`src/rtl/escape_time_fractal_pixel_assert.svh`:
```
// Assertion macros shared by the escape-time fractal pixel design.
`ifndef ESCAPE_TIME_FRACTAL_PIXEL_ASSERT_SVH
`define ESCAPE_TIME_FRACTAL_PIXEL_ASSERT_SVH

// Property that must hold at every clock edge outside reset.
`define ETF_ASSERT(label, prop, msg) \
    label: assert property (@(posedge clk) disable iff (!rst_n) (prop)) else $error(msg);

// Consequent must hold in the same cycle as the antecedent.
`define ETF_ASSERT_IMPL(label, ante, cons, msg) \
    label: assert property (@(posedge clk) disable iff (!rst_n) (ante) |-> (cons)) \
        else $error(msg);

// Consequent must hold in the cycle after the antecedent.
`define ETF_ASSERT_NEXT(label, ante, cons, msg) \
    label: assert property (@(posedge clk) disable iff (!rst_n) (ante) |=> (cons)) \
        else $error(msg);

`endif

```
`src/rtl/etf_pkg.sv`:
```
package etf_pkg;

    localparam int CoordWidth = 32;
    localparam int FracBits   = 28;
    localparam int ProdWidth  = 2 * CoordWidth;
    localparam int LimitWidth = 16;

    localparam logic signed [CoordWidth-1:0] VMax = {1'b0, {(CoordWidth-1){1'b1}}};
    localparam logic signed [CoordWidth-1:0] VMin = {1'b1, {(CoordWidth-1){1'b0}}};

    // Fixed-point constants, rounded half up.
    localparam logic signed [CoordWidth-1:0] FixOne = CoordWidth'(64'd1 << FracBits);
    localparam logic signed [CoordWidth-1:0] LamRe0 =
        CoordWidth'(((64'd85 << FracBits) + 64'd50) / 64'd100);
    localparam logic signed [CoordWidth-1:0] LamRe1 =
        CoordWidth'(((64'd86 << FracBits) + 64'd50) / 64'd100);
    localparam logic signed [CoordWidth-1:0] LamRe2 =
        CoordWidth'(((64'd87 << FracBits) + 64'd50) / 64'd100);
    localparam logic signed [CoordWidth-1:0] LamIm =
        CoordWidth'(((64'd6 << FracBits) + 64'd5) / 64'd10);

    typedef enum logic [1:0] {
        MODE_MANDEL = 2'd0,
        MODE_JULIA  = 2'd1,
        MODE_LAMBDA = 2'd2,
        MODE_OTHER  = 2'd3
    } mode_t;

    typedef enum logic [2:0] {
        REG_MODE   = 3'd0,
        REG_LIMIT  = 3'd1,
        REG_EXP    = 3'd2,
        REG_JRED   = 3'd3,
        REG_JGREEN = 3'd4,
        REG_JBLUE  = 3'd5
    } reg_idx_t;

endpackage

```
`src/rtl/escape_time_fractal_pixel.sv`:
```
// Sequence: per channel a setup state, a bound check (ST_MAG, ST_CHECK) before every
// iteration and after the last one, and a hand-off state. An iteration runs one complex
// multiply (ST_PROD, ST_CMB) per power, exponent-1 of them, then adds c, or in Lambda
// mode two multiplies with a 1 - z step between. ST_DONE holds the item until out_stall is low.
// Throughput: one item at a time; the shared 32x32 multiplier sets the rate.
// Reset: asynchronous, active low; only the state and configuration registers are reset.
`include "escape_time_fractal_pixel_assert.svh"

module escape_time_fractal_pixel (
    input  logic        clk,
    input  logic        rst_n,
    input  logic        cfg_we,
    input  logic [2:0]  cfg_index,
    input  logic [63:0] cfg_data,
    input  logic        in_valid,
    output logic        in_stall,
    input  logic signed [31:0] point_re,
    input  logic signed [31:0] point_im,
    output logic        out_valid,
    input  logic        out_stall,
    output logic [7:0]  red_count,
    output logic [7:0]  green_count,
    output logic [7:0]  blue_count
);

    localparam int W  = etf_pkg::CoordWidth;
    localparam int PW = etf_pkg::ProdWidth;
    localparam int F  = etf_pkg::FracBits;

    // Sequencer states, one-hot.
    typedef enum logic [9:0] {
        ST_IDLE  = 10'b0000000001,
        ST_SETUP = 10'b0000000010,
        ST_MAG   = 10'b0000000100,  // square terms of |z|^2
        ST_CHECK = 10'b0000001000,
        ST_PROD  = 10'b0000010000,  // four partial products of a complex multiply
        ST_CMB   = 10'b0000100000,  // combine into a complex result
        ST_ADDC  = 10'b0001000000,
        ST_LAMD  = 10'b0010000000,
        ST_NEXT  = 10'b0100000000,
        ST_DONE  = 10'b1000000000
    } state_t;

    state_t state_reg, state_next;

    // Configuration registers.
    logic [1:0]  mode_reg;
    logic [15:0] limit_reg;
    logic [3:0]  exp_reg;
    logic [63:0] julia_reg [3];

    // Datapath registers.
    logic signed [W-1:0] pt_re_reg, pt_im_reg;
    logic signed [W-1:0] z_re_reg, z_im_reg, z_re_next, z_im_next;
    logic signed [W-1:0] p_re_reg, p_im_reg, p_re_next, p_im_next;
    logic signed [W-1:0] c_re_reg, c_im_reg, c_re_next, c_im_next;
    logic signed [W-1:0] d_re_reg, d_im_reg, d_re_next, d_im_next;
    logic signed [W-1:0] op_a, op_b;
    logic signed [PW-1:0] prod_reg [4];
    logic [PW:0]  mag_reg, mag_next;
    logic [1:0]   pidx_reg, pidx_next;
    logic [1:0]   ch_reg, ch_next;
    logic [3:0]   mcnt_reg, mcnt_next;
    logic         lstage_reg, lstage_next;
    logic         ovf_reg, ovf_next;
    logic [15:0]  cnt_reg, cnt_next;
    logic [7:0]   res_reg [3];
    logic [3:0]   n_eff;
    logic signed [PW-1:0] prod;
    logic signed [W+1:0]  sum_re, sum_im;
    logic signed [W-1:0]  fm [4];
    logic                 fo [4];
    logic signed [W:0]    add_re, add_im;
    logic signed [W-1:0]  cmb_re, cmb_im;
    logic                 cmb_ovf;
    logic [PW:0]          bound;

    assign n_eff = (exp_reg < 4'd2) ? 4'd2 : ((exp_reg > 4'd8) ? 4'd8 : exp_reg);
    assign bound = (PW + 1)'(1) << (2 * F + 2);

    // Shared signed multiplier, operands chosen by the sequencer.
    always_comb
    begin
        op_a = p_re_reg;
        op_b = d_re_reg;
        if (state_reg == ST_MAG) begin
            op_a = pidx_reg[0] ? z_im_reg : z_re_reg;
            op_b = op_a;
        end else begin
            unique case (pidx_reg)
                2'd0:
                begin
                    op_a = p_re_reg; op_b = d_re_reg;
                end
                2'd1:
                begin
                    op_a = p_im_reg; op_b = d_im_reg;
                end
                2'd2:
                begin
                    op_a = p_re_reg; op_b = d_im_reg;
                end
                default:
                begin
                    op_a = p_im_reg; op_b = d_re_reg;
                end
            endcase
        end
    end

    assign prod = PW'(op_a) * PW'(op_b);

    // Floor-shift each product and saturate.
    always_comb
    begin
        for (int i = 0; i < 4; i++) begin
            logic signed [PW-F-1:0] q;
            q = prod_reg[i][PW-1:F];
            if (q > (PW-F)'(etf_pkg::VMax)) begin
                fm[i] = etf_pkg::VMax; fo[i] = 1'b1;
            end else if (q < (PW-F)'(etf_pkg::VMin)) begin
                fm[i] = etf_pkg::VMin; fo[i] = 1'b1;
            end else begin
                fm[i] = W'(q); fo[i] = 1'b0;
            end
        end
        sum_re = (W+2)'(fm[0]) - (W+2)'(fm[1]);
        sum_im = (W+2)'(fm[2]) + (W+2)'(fm[3]);
        cmb_ovf = fo[0] | fo[1] | fo[2] | fo[3];
        if (sum_re > (W+2)'(etf_pkg::VMax)) begin
            cmb_re = etf_pkg::VMax; cmb_ovf = 1'b1;
        end else if (sum_re < (W+2)'(etf_pkg::VMin)) begin
            cmb_re = etf_pkg::VMin; cmb_ovf = 1'b1;
        end else begin
            cmb_re = W'(sum_re);
        end
        if (sum_im > (W+2)'(etf_pkg::VMax)) begin
            cmb_im = etf_pkg::VMax; cmb_ovf = 1'b1;
        end else if (sum_im < (W+2)'(etf_pkg::VMin)) begin
            cmb_im = etf_pkg::VMin; cmb_ovf = 1'b1;
        end else begin
            cmb_im = W'(sum_im);
        end
    end

    assign add_re = (W+1)'(p_re_reg) + (W+1)'(c_re_reg);
    assign add_im = (W+1)'(p_im_reg) + (W+1)'(c_im_reg);

    // Sequencer.
    always_comb
    begin
        logic signed [W:0] dr;
        logic signed [W:0] di;
        logic signed [W-1:0] sre;
        logic signed [W-1:0] sim;
        logic                so;
        dr = '0;
        di = '0;
        sre = '0;
        sim = '0;
        so = 1'b0;
        state_next  = state_reg;
        z_re_next   = z_re_reg;
        z_im_next   = z_im_reg;
        p_re_next   = p_re_reg;
        p_im_next   = p_im_reg;
        c_re_next   = c_re_reg;
        c_im_next   = c_im_reg;
        d_re_next   = d_re_reg;
        d_im_next   = d_im_reg;
        mag_next    = mag_reg;
        pidx_next   = pidx_reg;
        ch_next     = ch_reg;
        mcnt_next   = mcnt_reg;
        lstage_next = lstage_reg;
        ovf_next    = ovf_reg;
        cnt_next    = cnt_reg;
        unique case (state_reg)
            ST_IDLE:
            begin
                if (in_valid) begin
                    ch_next = 2'd0;
                    state_next = ST_SETUP;
                end
            end
            ST_SETUP:
            begin
                cnt_next = '0;
                ovf_next = 1'b0;
                pidx_next = 2'd0;
                mag_next = '0;
                unique case (etf_pkg::mode_t'(mode_reg))
                    etf_pkg::MODE_JULIA:
                    begin
                        z_re_next = pt_re_reg;
                        z_im_next = pt_im_reg;
                        c_re_next = julia_reg[ch_reg][31:0];
                        c_im_next = julia_reg[ch_reg][63:32];
                    end
                    etf_pkg::MODE_LAMBDA:
                    begin
                        z_re_next = pt_re_reg;
                        z_im_next = pt_im_reg;
                        c_re_next = (ch_reg == 2'd0) ? etf_pkg::LamRe0 :
                                    ((ch_reg == 2'd1) ? etf_pkg::LamRe1 : etf_pkg::LamRe2);
                        c_im_next = etf_pkg::LamIm;
                    end
                    default:
                    begin
                        z_re_next = '0;
                        z_im_next = '0;
                        c_re_next = pt_re_reg;
                        c_im_next = pt_im_reg;
                    end
                endcase
                state_next = ST_MAG;
            end
            ST_MAG:
            begin
                mag_next = mag_reg + (PW+1)'(unsigned'(prod));
                pidx_next = pidx_reg + 2'd1;
                if (pidx_reg[0])
                    state_next = ST_CHECK;
            end
            ST_CHECK:
            begin
                pidx_next = 2'd0;
                mag_next = '0;
                if (cnt_reg >= limit_reg || mag_reg > bound || ovf_reg) begin
                    state_next = ST_NEXT;
                end else if (mode_reg == etf_pkg::MODE_LAMBDA) begin
                    // First L*z, then times (1 - z).
                    p_re_next = c_re_reg;
                    p_im_next = c_im_reg;
                    d_re_next = z_re_reg;
                    d_im_next = z_im_reg;
                    lstage_next = 1'b0;
                    state_next = ST_PROD;
                end else begin
                    p_re_next = z_re_reg;
                    p_im_next = z_im_reg;
                    d_re_next = z_re_reg;
                    d_im_next = z_im_reg;
                    mcnt_next = 4'd1;
                    state_next = ST_PROD;
                end
            end
            ST_PROD:
            begin
                pidx_next = pidx_reg + 2'd1;
                if (pidx_reg == 2'd3)
                    state_next = ST_CMB;
            end
            ST_CMB:
            begin
                p_re_next = cmb_re;
                p_im_next = cmb_im;
                ovf_next = ovf_reg | cmb_ovf;
                pidx_next = 2'd0;
                if (mode_reg == etf_pkg::MODE_LAMBDA) begin
                    if (!lstage_reg) begin
                        lstage_next = 1'b1;
                        state_next = ST_LAMD;
                    end else begin
                        z_re_next = cmb_re;
                        z_im_next = cmb_im;
                        cnt_next = cnt_reg + 16'd1;
                        state_next = ST_MAG;
                    end
                end else begin
                    mcnt_next = mcnt_reg + 4'd1;
                    if (mcnt_reg + 4'd1 >= n_eff)
                        state_next = ST_ADDC;
                    else
                        state_next = ST_PROD;
                end
            end
            ST_LAMD:
            begin
                dr = (W+1)'(etf_pkg::FixOne) - (W+1)'(z_re_reg);
                di = -(W+1)'(z_im_reg);
                so = 1'b0;
                if (dr > (W+1)'(etf_pkg::VMax)) begin
                    sre = etf_pkg::VMax; so = 1'b1;
                end else if (dr < (W+1)'(etf_pkg::VMin)) begin
                    sre = etf_pkg::VMin; so = 1'b1;
                end else begin
                    sre = W'(dr);
                end
                if (di > (W+1)'(etf_pkg::VMax)) begin
                    sim = etf_pkg::VMax; so = 1'b1;
                end else begin
                    sim = W'(di);
                end
                d_re_next = sre;
                d_im_next = sim;
                ovf_next = ovf_reg | so;
                state_next = ST_PROD;
            end
            ST_ADDC:
            begin
                so = 1'b0;
                if (add_re > (W+1)'(etf_pkg::VMax)) begin
                    z_re_next = etf_pkg::VMax; so = 1'b1;
                end else if (add_re < (W+1)'(etf_pkg::VMin)) begin
                    z_re_next = etf_pkg::VMin; so = 1'b1;
                end else begin
                    z_re_next = W'(add_re);
                end
                if (add_im > (W+1)'(etf_pkg::VMax)) begin
                    z_im_next = etf_pkg::VMax; so = 1'b1;
                end else if (add_im < (W+1)'(etf_pkg::VMin)) begin
                    z_im_next = etf_pkg::VMin; so = 1'b1;
                end else begin
                    z_im_next = W'(add_im);
                end
                ovf_next = ovf_reg | so;
                cnt_next = cnt_reg + 16'd1;
                pidx_next = 2'd0;
                state_next = ST_MAG;
            end
            ST_NEXT:
            begin
                if (ch_reg == 2'd2) begin
                    state_next = ST_DONE;
                end else begin
                    ch_next = ch_reg + 2'd1;
                    state_next = ST_SETUP;
                end
            end
            ST_DONE:
            begin
                if (!out_stall)
                    state_next = ST_IDLE;
            end
            default:
            begin
                state_next = ST_IDLE;
            end
        endcase
    end

    always_ff @(posedge clk or negedge rst_n)
    begin
        if (!rst_n) begin
            state_reg <= ST_IDLE;
            mode_reg <= 2'd0;
            limit_reg <= 16'd256;
            exp_reg <= 4'd2;
            julia_reg[0] <= 64'd69175292885603451;
            julia_reg[1] <= 64'd69175292888287805;
            julia_reg[2] <= 64'd69175292890972160;
        end else begin
            state_reg <= state_next;
            if (cfg_we) begin
                unique case (etf_pkg::reg_idx_t'(cfg_index))
                    etf_pkg::REG_MODE:   mode_reg <= cfg_data[1:0];
                    etf_pkg::REG_LIMIT:  limit_reg <= cfg_data[15:0];
                    etf_pkg::REG_EXP:    exp_reg <= cfg_data[3:0];
                    etf_pkg::REG_JRED:   julia_reg[0] <= cfg_data;
                    etf_pkg::REG_JGREEN: julia_reg[1] <= cfg_data;
                    etf_pkg::REG_JBLUE:  julia_reg[2] <= cfg_data;
                    default:
                    begin
                    end
                endcase
            end
        end
    end

    always_ff @(posedge clk)
    begin
        if (state_reg == ST_IDLE && in_valid) begin
            pt_re_reg <= point_re;
            pt_im_reg <= point_im;
        end
        z_re_reg <= z_re_next;
        z_im_reg <= z_im_next;
        p_re_reg <= p_re_next;
        p_im_reg <= p_im_next;
        c_re_reg <= c_re_next;
        c_im_reg <= c_im_next;
        d_re_reg <= d_re_next;
        d_im_reg <= d_im_next;
        mag_reg <= mag_next;
        pidx_reg <= pidx_next;
        ch_reg <= ch_next;
        mcnt_reg <= mcnt_next;
        lstage_reg <= lstage_next;
        ovf_reg <= ovf_next;
        cnt_reg <= cnt_next;
        if (state_reg == ST_PROD)
            prod_reg[pidx_reg] <= prod;
        if (state_reg == ST_NEXT)
            res_reg[ch_reg] <= cnt_reg[7:0];
    end

    assign in_stall    = (state_reg != ST_IDLE);
    assign out_valid   = (state_reg == ST_DONE);
    assign red_count   = res_reg[0];
    assign green_count = res_reg[1];
    assign blue_count  = res_reg[2];

    `ETF_ASSERT(a_onehot, $onehot(state_reg), "state not one-hot")
    `ETF_ASSERT_IMPL(a_cnt_lim, state_reg == ST_NEXT, cnt_reg <= limit_reg, "count beyond limit")
    `ETF_ASSERT(a_ch, (ch_reg <= 2'd2) || (state_reg == ST_IDLE), "channel out of range")
    `ETF_ASSERT_NEXT(a_done, out_valid && out_stall, out_valid, "result dropped")

endmodule

```
`config.mk`:
```
export PLATFORM = sky130hd
export DESIGN_NAME = escape_time_fractal_pixel
export DESIGN_NICKNAME = d
export VERILOG_FILES = /design/src/rtl/etf_pkg.sv /design/src/rtl/escape_time_fractal_pixel.sv
export VERILOG_INCLUDE_DIRS = /design/src /design/src/rtl
export SDC_FILE = /design/constraint.sdc
export NUM_CORES = 2
export LEC_CHECK = 0
export ABC_CLOCK_PERIOD_IN_PS = 12690
export BUFFER_PORTS_ARGS = -buffer_cell sky130_fd_sc_hd__buf_2
export CAP_MARGIN = 30
export CORE_MARGIN = 2
export CORE_UTILIZATION = 50
export DETAILED_ROUTE_END_ITERATION = 8
export PLACE_DENSITY_LB_ADDON = 0.1
export SLEW_MARGIN = 30
export SYNTH_ARGS = -nofsm -noshare
export SYNTH_HDL_FRONTEND = slang
export SYNTH_SLANG_ARGS = --single-unit
```
`constraint.sdc`:
```
create_clock -name clk -period 12.69 [get_ports clk]
set_input_delay 0 -clock clk [delete_from_list [all_inputs] [get_ports clk]]
set_output_delay 0 -clock clk [all_outputs]
set_load 0.005 [all_outputs]
```
Word-level counts from Yosys, hierarchy flattened
Memories as Yosys holds them, arrays and structs flattened.
Index checks and enable logic that the tools add are counted.
{"block": "totals", "output_inout_bits": 26, "register_bits": 635, "memories": 2, "latchBits": 0, "wordCells": 240, "romBits": 0, "ramBits": 280, "input_bits": 136}
{"memory": "prod_reg", "words": 4, "word_bits": 64, "read_ports": 4, "rd_clocked_by_memory_dff": 0, "write_ports": 1, "line_no": "escape_time_fractal_pixel.sv:59", "source": "logic signed [PW-1:0] prod_reg [4];"}
{"memory": "res_reg", "words": 3, "word_bits": 8, "read_ports": 3, "rd_clocked_by_memory_dff": 0, "write_ports": 1, "line_no": "escape_time_fractal_pixel.sv:67", "source": "logic [7:0] res_reg [3];"}
{"block": "classes", "addsub": 11, "n_eq_ne": 34, "div": 0, "muxes": 103, "reduce_logical": 33, "n_bitwise": 7, "n_shift": 0, "n_mul": 1, "order_cmp": 25}
{"op": "32-bit two-way mux", "n": 36}
{"op": "32-bit one-hot mux with 2 select lines", "n": 6}
{"op": "33-bit by 32-bit > comparator with 1-bit output, second input constant", "n": 6}
{"op": "32-bit one-hot mux with 3 select lines", "n": 2}
{"op": "33-bit by 32-bit less-than comparator with 1-bit output, second input constant", "n": 5}
{"op": "36-bit by 32-bit > comparator with 1-bit output, second input constant", "n": 4}
{"op": "36-bit by 32-bit less-than comparator with 1-bit output, second input constant", "n": 4}
{"op": "65-bit one-hot mux with 2 select lines", "n": 1}
{"op": "64-bit binary-select mux with 2-bit select", "n": 1}
{"op": "64-bit two-way mux", "n": 2}
{"op": "32-bit by 32-bit adder with 33-bit output", "n": 3}
{"op": "10-bit one-hot mux with 9 select lines", "n": 1}
{"op": "65-bit by 64-bit adder with 65-bit output", "n": 1}
{"op": "65-bit by 59-bit > comparator with 1-bit output, second input constant", "n": 1}
{"op": "32-bit by 32-bit multiplier with 64-bit output", "n": 1}
{"op": "10-bit two-way mux", "n": 6}
{"op": "16-bit one-hot mux with 3 select lines", "n": 1}
{"op": "32-bit negator with 33-bit output", "n": 1}
{"op": "30-bit by 32-bit subtractor with 33-bit output, first input constant", "n": 1}
{"op": "32-bit by 32-bit subtractor with 33-bit output", "n": 1}
{"op": "16-bit two-way mux", "n": 2}
{"op": "1-bit two-way mux", "n": 28}
{"op": "23-bit two-way mux", "n": 1}
{"op": "22-bit two-way mux", "n": 1}
{"op": "other kinds (48)", "n": 98}

Depth between registers and ports, before layout
An unclocked memory read counts as a cell.
{"block": "logic_depth", "ltp_word": 13, "depth_mapped": 52, "mapped_depth_nobuf": 47}

Worst setup path before layout
Ideal clock, no wire load.
{"block": "synth_timing", "path_kind": "reg-to-reg", "start": "register state_reg[6]", "end": "register mag_reg[64] (data pin)", "required_ns": 12.429, "path_buffers": 6, "arrival_time_ns": 11.422, "setup_ns": 0.261, "path_stages_with_launch": 52, "period_less_slack_ns": 11.683, "setup_slack_ns": 1.007, "cell_sequence": "dfrtp_1 -> clkbuf_1 -> nor2_1 -> nand4_1 -> or3b_2 -> clkbuf_1 -> clkbuf_1 -> o21ai_0 -> o21a_1 -> clkbuf_1 -> buf_1 -> nand2_1 -> fa_1 -> fa_1 -> inv_1 -> fa_1 -> inv_1 -> fa_1 -> [... 16 more ...] -> o21ai_1 -> a21bo_2 -> a21oi_1 -> xnor2_1 -> ha_1 -> clkbuf_1 -> nand2_1 -> nor2_1 -> and3_1 -> and2_1 -> a21oi_1 -> o21ai_0 -> a21o_1 -> a21oi_1 -> nor2_1 -> o31a_1 -> o21a_1 -> o21a_1"}
{"block": "synth_via", "elab_chain_len": 5, "elab_cells_between_ends": 9, "cone_classes": "add/sub: 1; mul: 1; eq/ne: 3; mux: 3; reduce/logical: 1"}
{"item": "start: declaration", "line_no": "escape_time_fractal_pixel.sv:44", "source": "state_t state_reg, state_next;"}
{"item": "start signal: assignment", "line_no": "escape_time_fractal_pixel.sv:354", "source": "state_reg <= state_next;"}
{"item": "10-bit by 3-bit equality test with 1-bit output (*)", "line_no": "escape_time_fractal_pixel.sv:86", "source": "if (state_reg == ST_MAG) begin"}
{"item": "32-bit two-way mux", "line_no": "escape_time_fractal_pixel.sv:86"}
{"item": "32-bit by 32-bit multiplier with 64-bit output (*)", "line_no": "escape_time_fractal_pixel.sv:111", "source": "assign prod = PW'(op_a) * PW'(op_b);"}
{"item": "named net prod[57]", "line_no": "escape_time_fractal_pixel.sv:69", "source": "logic signed [PW-1:0] prod;"}
{"item": "65-bit by 64-bit adder with 65-bit output (*)", "line_no": "escape_time_fractal_pixel.sv:220", "source": "mag_next = mag_reg + (PW+1)'(unsigned'(prod));"}
{"item": "65-bit one-hot mux with 2 select lines (*)", "line_no": "escape_time_fractal_pixel.sv:178", "source": "unique case (state_reg)"}
{"item": "end signal: assignment", "line_no": "escape_time_fractal_pixel.sv:385", "source": "mag_reg <= mag_next;"}
{"item": "end: declaration", "line_no": "escape_time_fractal_pixel.sv:60", "source": "logic [PW:0] mag_reg, mag_next;"}
The timed path passes the listed nets; every way through them passes the cells marked *.
A chain may end at the register's enable or synchronous reset.

Final worst setup path
Same ends and word-level chain as after synthesis.

==> results_dict.tcl <==
set metrics [dict create \
    root_buffer "clkbuf_16" \
    start_util_pct 50.43 \
    syn_area_um2 82270 \
    critPathRequiredTime_ps 13130 \
    nNetsFinal 10410 \
    whs_path_depth 2 \
    yosysSeqAreaShare_pct 28.08 \
    place_congestion 1.090 \
    dp_hpwl_um 247200 \
    floorplan.die.width_um 409.6 \
    rsz0062_at_grt "false" \
    clock-sinks 803 \
    cap_viol_max_count 0 \
    antenna_cells 0 \
    cp_common_cell "fa_1" \
    synth_area_leader_cell "fa_1" \
    crit_slowest_cell "o21ai_1" \
    wl_um 309200 \
    critical_path.max_fanout 38 \
    antenna_found_initial 4 \
    io_pins 162 \
    largest_reg_flops 192 \
    rows 148 \
    r2r-start "state_reg[6]" \
    track_usage_pct 37.03 \
    drive_gt1_share_pct 12.60 \
    viasPerCell 5.938 \
    synth_warnings 0 \
    drt-wirelength-per-cell_um 28.05 \
    hp-class "in2reg" \
    fmaxAchievable_ghz 0.08148 \
    start_kind "flip-flop" \
    drc_errors 0 \
    clk_path_buf_depth 3 \
    grt-ovfl-total 0 \
    cts-buffers-inserted 92 \
    num_vias 65450 \
    ys_async_sr_fraction_pct 27.90 \
    route.met3.wl_um 25280 \
    slew_violations 0 \
    reg2reg_slack_ps 420 \
    syn-num-nets 10030 \
    htree_levels 3 \
    clock_skew_ps 53.52 \
    grt_pass1_vias 66850 \
    ys_types 86 \
    slowest_delay_ps 840 \
    worstPathArrival_ps 12720 \
    setup_viol 0 \
    die_h_um 409.6 \
    dr_wl_met2_um 140400 \
    first_iter_violations 6503 \
    numPortBuffers 161 \
    end_kind "flip-flop" \
    yosysTopAreaCellShare_pct 26.45 \
    first_pass_iters 9 \
    r2r_cells 41 \
    postSynthAreaPerCell_um2 9.803 \
    tns_ps 0 \
    rr_endpoint "mag_reg[64]" \
    hold_viol 0 \
    holdPathEnd "pt_re_reg[18]" \
    yosys-top-cells-area "fa_1 (26%), edfxtp_1 (21%), ha_1 (6.3%)" \
    final-instance-count-excl-fill 11020 \
    final_core_util_pct 56.83 \
    max_slew_margin_pct 21.54 \
    design_area_um2 92710 \
    synthCells 8392 \
    grt_max_degree 133 \
    top_layer_used "met5" \
    core_area_um2 163100 \
    dp.cells 10660 \
    path_clk_slew_ps 60 \
    place_area_um2 87540 \
    final.period_utilization_pct 96.71 \
    clkLatencyLatePin_ps 730 \
    antenna_left 0 \
    areaGrowthSynthToFinish_pct 12.69 \
    critPathKind "reg2reg" \
    tightest_slew_ps 1168 \
    outcome "complete, no violations" \
    synth_edf_count 579 \
    drt-met1-wl_um 120900 \
    synth_flop_cell "edfxtp_1" \
    synth_seq_cells 803 \
    die_area_um2 167800 \
    cts_tree "done" \
    hold_path.startpoint "point_re[18]" \
    grt_pass1_wl_um 454500 \
    min_period_ps 12270 \
]
-- kinds of logic after synthesis --
family                   after synthesis  synth area share (%)
XOR/XNOR                             269                 2.864
multiplexers                         397                 5.183
adder cells (fa/ha/maj)             1500                 32.73
buffers and inverters               1496                 6.867
AND/OR/NAND/NOR                     2441                 12.66
AO/OA/AOI/OAI                       1486                 11.61
flip-flops                           803                 28.08
-- per-stage QoR --
step / hold WS [ps] / worst slack, ps
3_3_place_gp: 54.22 / 243.6
4_1_cts: 4.361 / 125.7
5_1_grt: 25.74 / 8.700
2_1_floorplan: -295.6 / 1007
3_5_place_dp: 61.32 / 166.8
6_report: 37.65 / 417.0
-- how the worst max path moves through the flow --
stage	startpoint	slack (ps)	end
after global routing	state_reg[6]	9	mag_reg[58]
final	state_reg[6]	420	mag_reg[64]
after detailed placement	state_reg[6]	170	mag_reg[58]
after floorplan	state_reg[6]	1010	mag_reg[64]
after CTS	state_reg[6]	130	mag_reg[58]
after global placement	state_reg[6]	240	mag_reg[58]
-- synthesized netlist by cell type (all sizes together) (171+ instances only) --
cell and number:
inv 1058, a21o 181, a21oi 356, clkbuf 401, edfxtp 579, ha 412
nor2 892, fa 1087, nand2 1032, mux2 232, xnor2 171, o21ai 398
-- placed cells by master (no fill, tap or decap), types with 90 or more instances in the layout --
master and instances:
xnor2_1 165, dfrtp_1 134, nor2_1 881, buf_4 329, buf_2 160, ha_1 409, nand3_1 93, nand2_1 1028
edfxtp_1 579, mux2_2 232, inv_1 1057, a21o_1 181, dlygate4sd3_1 191, a21oi_1 349, clkbuf_16 93, xor2_1 97
o21ai_0 339, dfstp_2 90, fa_1 1086, mux2i_1 165, o21a_1 97
-- timing repair --
action | in CTS | in global routing
setup buffers | 0 | 2
gates resized for setup | 0 | 39
hold buffers | 192 | 0
hold endpoints to repair | 382 | 0
setup endpoints to repair | 0 | 14
-- layer usage --
metal	vias up	track usage [%]
met4	4	22.19
met5	-	0
met1	33100	47.92
met2	3056	58.24
met3	672	6.597
li1	28620	-
-- worst max-delay path: cells and delay by family, from the launching register on --
family,cells,cell delay [ps]
adders and majority gates,10,4820
AOI/OAI and AO/OA,20,4810
and+or+nand+nor,5,1010
buffers and inverters,5,590
DFF,1,460
xor gates and xnor gates,1,240
-- layout make-up --
| class | count | area (um2) |
|---|---|---|
| repair buffers | 724 | 5987 |
| clock buffers | 123 | 2550 |
| inverters | 1059 | 3975 |
| multi-input cells | 6094 | 53900 |
| well taps | 2175 | 2721 |
| fillers | 14420 | 70440 |
| clock inverters | 44 | 467.9 |
| flip-flops and latches | 803 | 23100 |
Power is left out: the tool's default activity adds up to more than one toggle a clock period on the data nets, which glitch-free logic cannot reach.
